--- src/rtl/core/vre_pkg.sv ---
// Package for the vertex rotation engine: CORDIC constants, opcodes and
// fixed-point helper types. No dependencies.
package vre_pkg;

  typedef enum logic [1:0] {
    OP_ROT_X   = 2'd0,
    OP_ROT_Y   = 2'd1,
    OP_ROT_Z   = 2'd2,
    OP_ROT_AXIS = 2'd3
  } opcode_t;

  localparam int unsigned CFG_IDX_W = 2;
  localparam logic [CFG_IDX_W-1:0] CFG_AXIS_X = 2'd0;
  localparam logic [CFG_IDX_W-1:0] CFG_AXIS_Y = 2'd1;
  localparam logic [CFG_IDX_W-1:0] CFG_AXIS_Z = 2'd2;

  localparam int unsigned ATAN_ENTRIES = 24;
  localparam logic signed [33:0] CORDIC_START = 34'sd652032874;
  localparam logic signed [15:0] Q14_ONE = 16'sd16384;

  typedef logic signed [15:0] q14_t;
  typedef logic signed [33:0] cordic_t;

  function automatic logic signed [33:0] atan_turn(input int unsigned idx);
    logic signed [33:0] val;
    case (idx)
      0: val = 34'sd536870912;
      1: val = 34'sd316933406;
      2: val = 34'sd167458907;
      3: val = 34'sd85004756;
      4: val = 34'sd42667331;
      5: val = 34'sd21354465;
      6: val = 34'sd10679838;
      7: val = 34'sd5340245;
      8: val = 34'sd2670163;
      9: val = 34'sd1335087;
      10: val = 34'sd667544;
      11: val = 34'sd333772;
      12: val = 34'sd166886;
      13: val = 34'sd83443;
      14: val = 34'sd41722;
      15: val = 34'sd20861;
      16: val = 34'sd10430;
      17: val = 34'sd5215;
      18: val = 34'sd2608;
      19: val = 34'sd1304;
      20: val = 34'sd652;
      21: val = 34'sd326;
      22: val = 34'sd163;
      23: val = 34'sd81;
      default: val = 34'sd0;
    endcase
    return val;
  endfunction

endpackage

--- src/rtl/core/vre_cordic_cell.sv ---
// One rotation-mode CORDIC cell with its pipeline register and sideband.
// Depends on vre_pkg.
module vre_cordic_cell #(
  parameter int unsigned STAGE = 0,
  parameter type side_t = logic
) (
  input  logic                     clk,
  input  logic                     en,
  input  vre_pkg::cordic_t         x_in,
  input  vre_pkg::cordic_t         y_in,
  input  vre_pkg::cordic_t         z_in,
  input  side_t                    side_in,
  output vre_pkg::cordic_t         x_out,
  output vre_pkg::cordic_t         y_out,
  output vre_pkg::cordic_t         z_out,
  output side_t                    side_out
);
  vre_pkg::cordic_t x_r, y_r, z_r;
  side_t side_r;
  vre_pkg::cordic_t dx, dy, at;

  assign dx = y_in >>> STAGE;
  assign dy = x_in >>> STAGE;
  assign at = vre_pkg::atan_turn(STAGE);

  always_ff @(posedge clk) begin
    if (en) begin
      side_r <= side_in;
      if (!z_in[33]) begin
        x_r <= x_in - dx;
        y_r <= y_in + dy;
        z_r <= z_in - at;
      end else begin
        x_r <= x_in + dx;
        y_r <= y_in - dy;
        z_r <= z_in + at;
      end
    end
  end

  assign x_out = x_r;
  assign y_out = y_r;
  assign z_out = z_r;
  assign side_out = side_r;
endmodule

--- config.mk ---
export PLATFORM = sky130hd
export DESIGN_NAME = vre_cordic_cell
export DESIGN_NICKNAME = d
export VERILOG_FILES = /design/src/rtl/core/vre_pkg.sv /design/src/rtl/core/vre_cordic_cell.sv
export SDC_FILE = /design/constraint.sdc
export NUM_CORES = 1
export LEC_CHECK = 0
export ABC_AREA = 1
export BUFFER_PORTS_ARGS = -buffer_cell sky130_fd_sc_hd__buf_2
export CORE_MARGIN = 8
export CORE_UTILIZATION = 32
export DETAILED_ROUTE_END_ITERATION = 12
export MAX_ROUTING_LAYER = met4
export PLACE_DENSITY = 0.5
export SETUP_SLACK_MARGIN = 0.05
export SLEW_MARGIN = 20
export SYNTH_ARGS = -nofsm -noshare
export SYNTH_HDL_FRONTEND = slang
export SYNTH_SLANG_ARGS = --single-unit
--- constraint.sdc ---
create_clock -name clk -period 2.7 [get_ports clk]
set_clock_uncertainty 0.1 [all_clocks]
set_input_delay 0.135 -clock clk [delete_from_list [all_inputs] [get_ports clk]]
set_output_delay 0.135 -clock clk [all_outputs]
set_load 0.02 [all_outputs]
-- Word-level counts from Yosys, hierarchy flattened
Index checks and enable logic that the tools add are counted.
- register bits after elaboration: 103
- bits of input ports: 105
- logic and storage cells: 12
- mux-type cells: 3
- $add $sub $neg: 5
- operator list (kind ; count):
    $mux W34 ; 3
    $sub A34 B34 Y34 ; 2
    $add A34 B31 Y34 const B ; 1
    $add A34 B34 Y34 ; 1
    $sub A34 B31 Y34 const B ; 1

-- Logic depth before layout (Yosys ltp)
Gate-level depths: netlist of the first run.
- word-level depth: 2
- mapped depth: 18
- depth with buffers taken out: 17

-- Worst setup path after synthesis of the first run
No wires, ideal clock.
- path type: in2reg
- start: input x_in[0]
- end: register x_r[32] (netlist: x_out[32]), data pin
- slack: 0.731 ns
- data arrival time: 1.615 ns
- buffers on the path: 0
- stages on the path: 12
- required time: 2.346 ns
- setup time: 0.254 ns
- cell sequence: ha_1 -> fa_1 -> nand2_1 -> nor2_1 -> nor2_1 -> o21ai_2 -> nand2_1 -> nand2_1 -> nand2_1 -> nand3_1 -> nand3_1 -> nand2_1
- word-level cells in the longest chain between the ends: 2
- ends and longest elaborated chain (what ; RTL line ; text):
    start, declared ; vre_cordic_cell.sv:9 ; input vre_pkg::cordic_t x_in,
    $sub A34 B34 Y34 / $add A34 B34 Y34 (equally long branches) ; vre_cordic_cell.sv:30, vre_cordic_cell.sv:34 ;
    $mux W34 (*) ; vre_cordic_cell.sv:29 ; if (!z_in[33]) begin
    end signal, assigned ; vre_cordic_cell.sv:30 ; x_r <= x_in - dx;
    end signal, assigned ; vre_cordic_cell.sv:34 ; x_r <= x_in + dx;
    end, declared ; vre_cordic_cell.sv:18 ; vre_pkg::cordic_t x_r, y_r, z_r;
Every way passes the cells marked *; elsewhere a longest branch is shown, timed or not.
A chain may end at the register's enable or synchronous reset.

-- Worst setup path in the final report of the first run
- start: input x_in[3]
- end: register x_r[24] (netlist: x_out[24]), data pin
The elaborated chain is that of the path after synthesis.

==> qor.txt, run 1 <==
Placed cell count -> 2169
Vias per cell -> 4.94
WP data required -> 2.72 ns
Sequential share of the synthesized area -> 29.1%
Slew margin rel. -> 49.1%
Crit path arrival time -> 2.35 ns
Mean post-synth cell area -> 6.92 µm²
Ports -> 208
Routed Wire Length -> 41.0 mm
Final Setup Violations -> 0
Die height -> 197 µm
Initial DRT Pass Iterations -> 6
Slew Limit Fails -> 0
Hold WC Path Type -> input port to register
1st-iter DRT viols -> 957
WS Path Type -> input port to register
Drt wl/cell -> 18.5 µm
Hold Vio Cnt, Final -> 0
Internal cell power -> 0.00343 W
CP startpoint kind -> input port
Number of gates resized after CTS -> 0
Slowest stage delay, CP -> 0.43 ns
Die area -> 0.0389 mm²
Clk sinks -> 102
Most used cell, CP -> nand2_1
Fmax -> 429 MHz
Cell area after synthesis -> 0.0105 mm²
CP bufs+invs -> 3
RSZ-0062 raised after global routing -> false
Max_cap viols -> 0
Sw Share -> 41.6%
Core ar. -> 0.0325 mm²
Post-synth EDFFs -> 102
Post-DP HPWL -> 34.5 mm
Synthesized flop and latch total -> 102
Synth-to-Final Area Change -> 21.3%
CP Capture Type -> register
Worst-path cell chain -> buf_2 -> inv_1 -> ha_1 -> o21ai_0 -> nor2_1 -> buf_4 -> o21ai_2 -> nand2_1 -> nand2_1 -> nand2_1 -> nand2_1 -> nand2_1 -> nand3_1 -> nand2_1
Async S/R FF share, synth -> 0%
Max VDD drop -> 0.297 mV
Yosys cell types -> 47
Top Family by Delay on Critical Path -> simple AND/OR/NAND/NOR gates
Post-Synthesis Cells -> 1519
Status -> finished clean
Initial antenna violation count -> 0
First-pass GRT wire length -> 62.7 mm
YS warnings -> 0
Share of total power in the clock network -> 22.5%
Comb pwr share -> 42.6%
Largest area contributor in the netlist -> edfxtp_1
Total Power -> 0.00586 W
GPL Wtd Cong -> 0.938
GR Overflow Total -> 0
Synth area leaders -> edfxtp_1 29%, nand2_1 14%, ha_1 12%
Most common library cells after synthesis -> 402 x nand2_1, 217 x inv_1, 146 x nand3_1, 124 x a21oi_1, 124 x nor2_1
Mapped Nets -> 1730
Die Width -> 197 µm
Antenna diodes -> 0
Switching pwr -> 0.00244 W
Final period utilization -> 86.4%
DR vias -> 10900
Seq pwr share -> 34.9%
Vias in the first global route -> 10900
CTS tree -> done
Top cell type's share of synthesized area -> 29.1%
Layout cells sized above 1 -> 18.2%
DRC -> 0
# port buffers -> 207
Pleak -> 6.40 nW
Pin count of the biggest net entering global routing -> 63
Htree depth -> 3
Clock Pin Slew Worst Setup and Hold Paths -> 0.08 ns
Slowest CP cell -> ha_1
Primary FF master, synth -> edfxtp_1
Final non-filler cell total -> 2215
Root buffer cell -> clkbuf_16
GRT Resource Usage Total -> 21.5%
CTS buffer count -> 9
Nets@finish -> 1980
Pwr Density -> 459 mW/mm²
Worst Path Max Fanout -> 10
Final ANT Viol Nets -> 0
Worst-margin pin slew -> 0.763 ns
CTS Buffer Depth -> 2
Final min period -> 2.33 ns
Count leader, synth -> nand2_1
Row Count -> 66
Initial Util -> 32.4%
-- cells in the final DEF (no fill, tap or decap), types with 4 or more instances in the layout --
cell	count
nor2_1	124
a31oi_1	4
nand4_1	10
inv_1	217
o22ai_1	4
fa_1	4
or2_2	4
nand2_2	11
xor2_1	27
clkbuf_16	9
a21o_1	12
nand2_1	402
edfxtp_1	102
o21bai_1	12
nor4_2	4
ha_1	102
o21ai_0	88
dlygate4sd3_1	31
buf_4	41
o31ai_1	4
inv_2	10
nor2_2	9
o21ai_2	5
buf_2	206
nand3_1	146
nor3_1	12
a21oi_2	5
o21ai_1	9
a21oi_1	124
-- cells by family after synthesis --
kind of cell             synth area share [%]
flip-flops                               29.1
adder cells (fa/ha/maj)                  12.9
multiplexers                           0.0952
AO/OA/AOI/OAI                            14.6
XOR/XNOR                                 2.33
AND/OR/NAND/NOR                          30.3
buffers and inverters                    10.7
-- repair_timing --
item	4_1_cts	5_1_grt
endpoints found under the setup margin	0	0
hold buffers	31	0
buffers inserted	0	0
hold endpoints to repair	31	0
-- power groups by stage --
stage / registers (W) / clock network (W) / logic (W)
detailed placement: 0.00208 / 0 / 0.00244
CTS: 0.00205 / 0.00138 / 0.00249
global route: 0.00207 / 0.00141 / 0.00276
floorplan: 0.00234 / 0 / 0.00129
finish: 0.00204 / 0.00132 / 0.00250
global placement: 0.00208 / 0 / 0.00245
-- flip-flops by register name, indices dropped and copies added (netlist names) --
signal    cells
side_out      1
y_out        33
x_out        34
z_out        34
-- final timing paths --
path	startpoint	to	cells after the start
setup / recovery	x_in[3]	x_out[24]	14
hold / removal	z_in[30]	z_out[30]	2
-- layout make-up --
class	instances	area, µm²
tap	442	553
sequential	102	3060
timing repair buffer	280	1690
clock inverter	6	47.5
fill	3435	19700
inverter	227	852
multi-input combinational	1149	6330
clock buffer	9	225
-- routing by layer --
| metal | track usage [%] | vias to the layer above | wire length (µm) | part of all wire [%] |
|---|---|---|---|---|
| met1 | 29.3 | 5064 | 19600 | 48 |
| met5 | - | - | 0 | 0 |
| met4 | 5.02 | 0 | 688 | 1.7 |
| met2 | 33.7 | 381 | 18300 | 45 |
| met3 | 2.27 | 35 | 2380 | 5.8 |
| li1 | - | 5466 | - | - |
-- metrics by stage --
stage,setup TNS [ns],hold WS (ns),area [µm²],worst slack [ns],util [%]
final,0,0.0320,12800,0.367,39.3
after floorplan,0,0.134,10500,0.731,-
after CTS,0,0.0178,12800,0.388,39.3
after global placement,0,0.211,12200,0.00514,37.5
after global routing,0,0.0367,12800,0.119,39.3
after detailed placement,-0.0144,0.213,12200,-0.0144,37.5
No activity file was read; power rests on OpenSTA's default activity.
==> run 2, diff against run 1 <==
--- a/config.mk
+++ b/config.mk
@@ -7,6 +7,7 @@
 export LEC_CHECK = 0
 export ABC_AREA = 1
 export BUFFER_PORTS_ARGS = -buffer_cell sky130_fd_sc_hd__buf_2
+export CORE_ASPECT_RATIO = 1.1
 export CORE_MARGIN = 8
 export CORE_UTILIZATION = 32
 export DETAILED_ROUTE_END_ITERATION = 12
==> qor.txt, run 2 (synthesis gave the netlist of run 1 again) <==
Status -> finished clean
Die Width -> 189 µm (-4.3%)
WP data required -> 2.74 ns (+0.02 ns)
Hold Vio Cnt, Final -> 0 (unchanged)
CTS Buffer Depth -> 2 (unchanged)
Final ANT Viol Nets -> 0 (unchanged)
Placed inst area -> 0.0122 mm² (+0.27%)
Routed Wire Length -> 40.0 mm (-2.4%)
Vias in the first global route -> 11300 (+3.8%)
Worst hold slack -> 0.0273 ns (-0.00472 ns)
Vias per cell -> 4.96 (+0.40%)
Row Count -> 69 (+4.5%)
Metal3 WL -> 1.75 mm (-26%)
Htree depth -> 3 (unchanged)
GRT Resource Usage Total -> 20.9% (-0.56 points)
Pwr Density -> 463 mW/mm² (+0.90%)
Ports -> 208 (unchanged)
Total Power -> 0.00595 W (+1.4%)
Drt wl/cell -> 18.1 µm (-2.2%)
Die area -> 0.0389 mm² (about the same)
Most frequent cells in the layout -> 402 x nand2_1, 217 x inv_1, 206 x buf_2
Slew margin rel. -> 48.0% (-1.1 points)
Core ar. -> 0.0324 mm² (-0.24%)
Fmax -> 439 MHz (+2.3%)
CP startpoint kind -> input port
Post-DP HPWL -> 33.5 mm (-2.9%)
Initial Util -> 32.5% (+0.079 points)
Worst-margin pin slew -> 0.780 ns (+0.0167 ns)
Layout cells sized above 1 -> 18.5% (+0.37 points)
Worst Hold Path EP -> z_out[30]
Initial antenna violation count -> 2 (+2)
# port buffers -> 207 (unchanged)
Commonest non-fill, non-tap cell in the layout -> nand2_1
Hold path cells -> 2 (unchanged)
1st-iter DRT viols -> 659 (-31%)
Max VDD drop -> 0.308 mV (+3.6%)
First-pass GRT wire length -> 61.7 mm (-1.6%)
Setup WS post-layout -> 0.421 ns (+0.0535 ns)
WS Path Type -> input port to register
GR Overflow Total -> 0 (unchanged)
Die height -> 206 µm (+4.5%)
Pleak -> 6.45 nW (+0.76%)
CTS tree -> done
Hold Crit Start -> z_in[30]
Hold WC Path Type -> input port to register
Design Area, Final -> 0.0128 mm² (+0.51%)
Final min period -> 2.28 ns (-0.0535 ns)
Worst setup path startpoint -> x_in[6]
Number of gates resized after CTS -> 0 (unchanged)
Slew Limit Fails -> 0 (unchanged)
Worst Path Max Fanout -> 11 (+1)
Wire length on met1 -> 18.5 mm (-5.8%)
Synth-to-Final Area Change -> 22.0%
Root buffer cell -> clkbuf_16
Max_cap viols -> 0 (unchanged)
Initial DRT Pass Iterations -> 7 (+1)
Nets@finish -> 1987 (+0.35%)
GPL Wtd Cong -> 0.963 (+2.6%)
RSZ-0062 raised after global routing -> false
Top Metal Used -> met4
CP Capture Type -> register
Layout fillers -> 3541 (+3.1%)
Placement Setup Slack -> 0.0566 ns (+0.0710 ns)
Final setup TNS -> 0 ns (unchanged)
DR WL met2 -> 18.5 mm (+1.1%)
Final period utilization -> 84.4% (-2.0 points)
Final Setup Violations -> 0 (unchanged)
Pin count of the biggest net entering global routing -> 70 (+11%)
DR vias -> 11000 (+0.17%)
Crit path arrival time -> 2.32 ns (-0.03 ns)
Clock Pin Slew Worst Setup and Hold Paths -> 0.08 ns (about the same)
CTS buffer count -> 9 (unchanged)
Clk sinks -> 102 (unchanged)
DRC -> 0 (unchanged)
run 2: layer usage:
| metal | track usage [%] | vias to the layer above |
|---|---|---|
| met3 | 2.72 | 54 |
| met2 | 34.3 | 313 |
| li1 | - | 5483 |
| met1 | 26.1 | 5115 |
| met4 | 7.77 | 0 |
| met5 | - | - |
run 2: how the worst max path moves through the flow:
stage | cells after the start | end
finish | 14 | x_out[32]
floorplan | 12 | x_out[32]
CTS | 14 | y_out[32]
global placement | 14 | y_out[32]
detailed placement | 14 | y_out[32]
global route | 14 | x_out[32]
run 2: worst max-delay path, stage by stage:
cell     delay, ns
buf_2         0.11
inv_1         0.04
ha_1          0.57
nand2_1       0.27
o21ai_0       0.35
inv_1         0.10
nand2_1       0.10
nand2_1       0.08
nand2_1       0.18
nand2_1       0.12
nand2_1       0.09
nand2_1       0.05
nand3_1       0.07
nand2_1       0.06
run 2: per-stage QoR:
| step | instances | utilization [%] |
|---|---|---|
| after floorplan | 1519 | - |
| after global placement | 2160 | 37.7 |
| after detailed placement | 2160 | 37.7 |
| after CTS | 2207 | 39.6 |
| after global routing | 2210 | 39.6 |
| final | 2210 | 39.6 |
run 2: final cells by class:
cell class | count | area [µm²] | area share [%]
Clock inverter | 6 | 68.8 | 0.536
Inverter | 227 | 852 | 6.64
Antenna cell | 3 | 7.51 | 0.0585
Clock buffer | 10 | 229 | 1.78
Sequential cell | 102 | 3060 | 23.9
Multi-Input combinational cell | 1149 | 6330 | 49.4
Timing Repair Buffer | 287 | 1740 | 13.6
Tap cell | 426 | 533 | 4.15
run 2: what timing repair did:
action,in CTS,in global routing
setup buffers,0,0
hold endpoints to repair,31,0
hold buffers,31,0
run 2: where the power goes:
part | leakage, nW | internal, W | switching (W)
clock | 0.143 | 0.000729 | 0.000700
combinational | 5.31 | 0.000811 | 0.00167
sequential | 0.997 | 0.00199 | 0.0000492
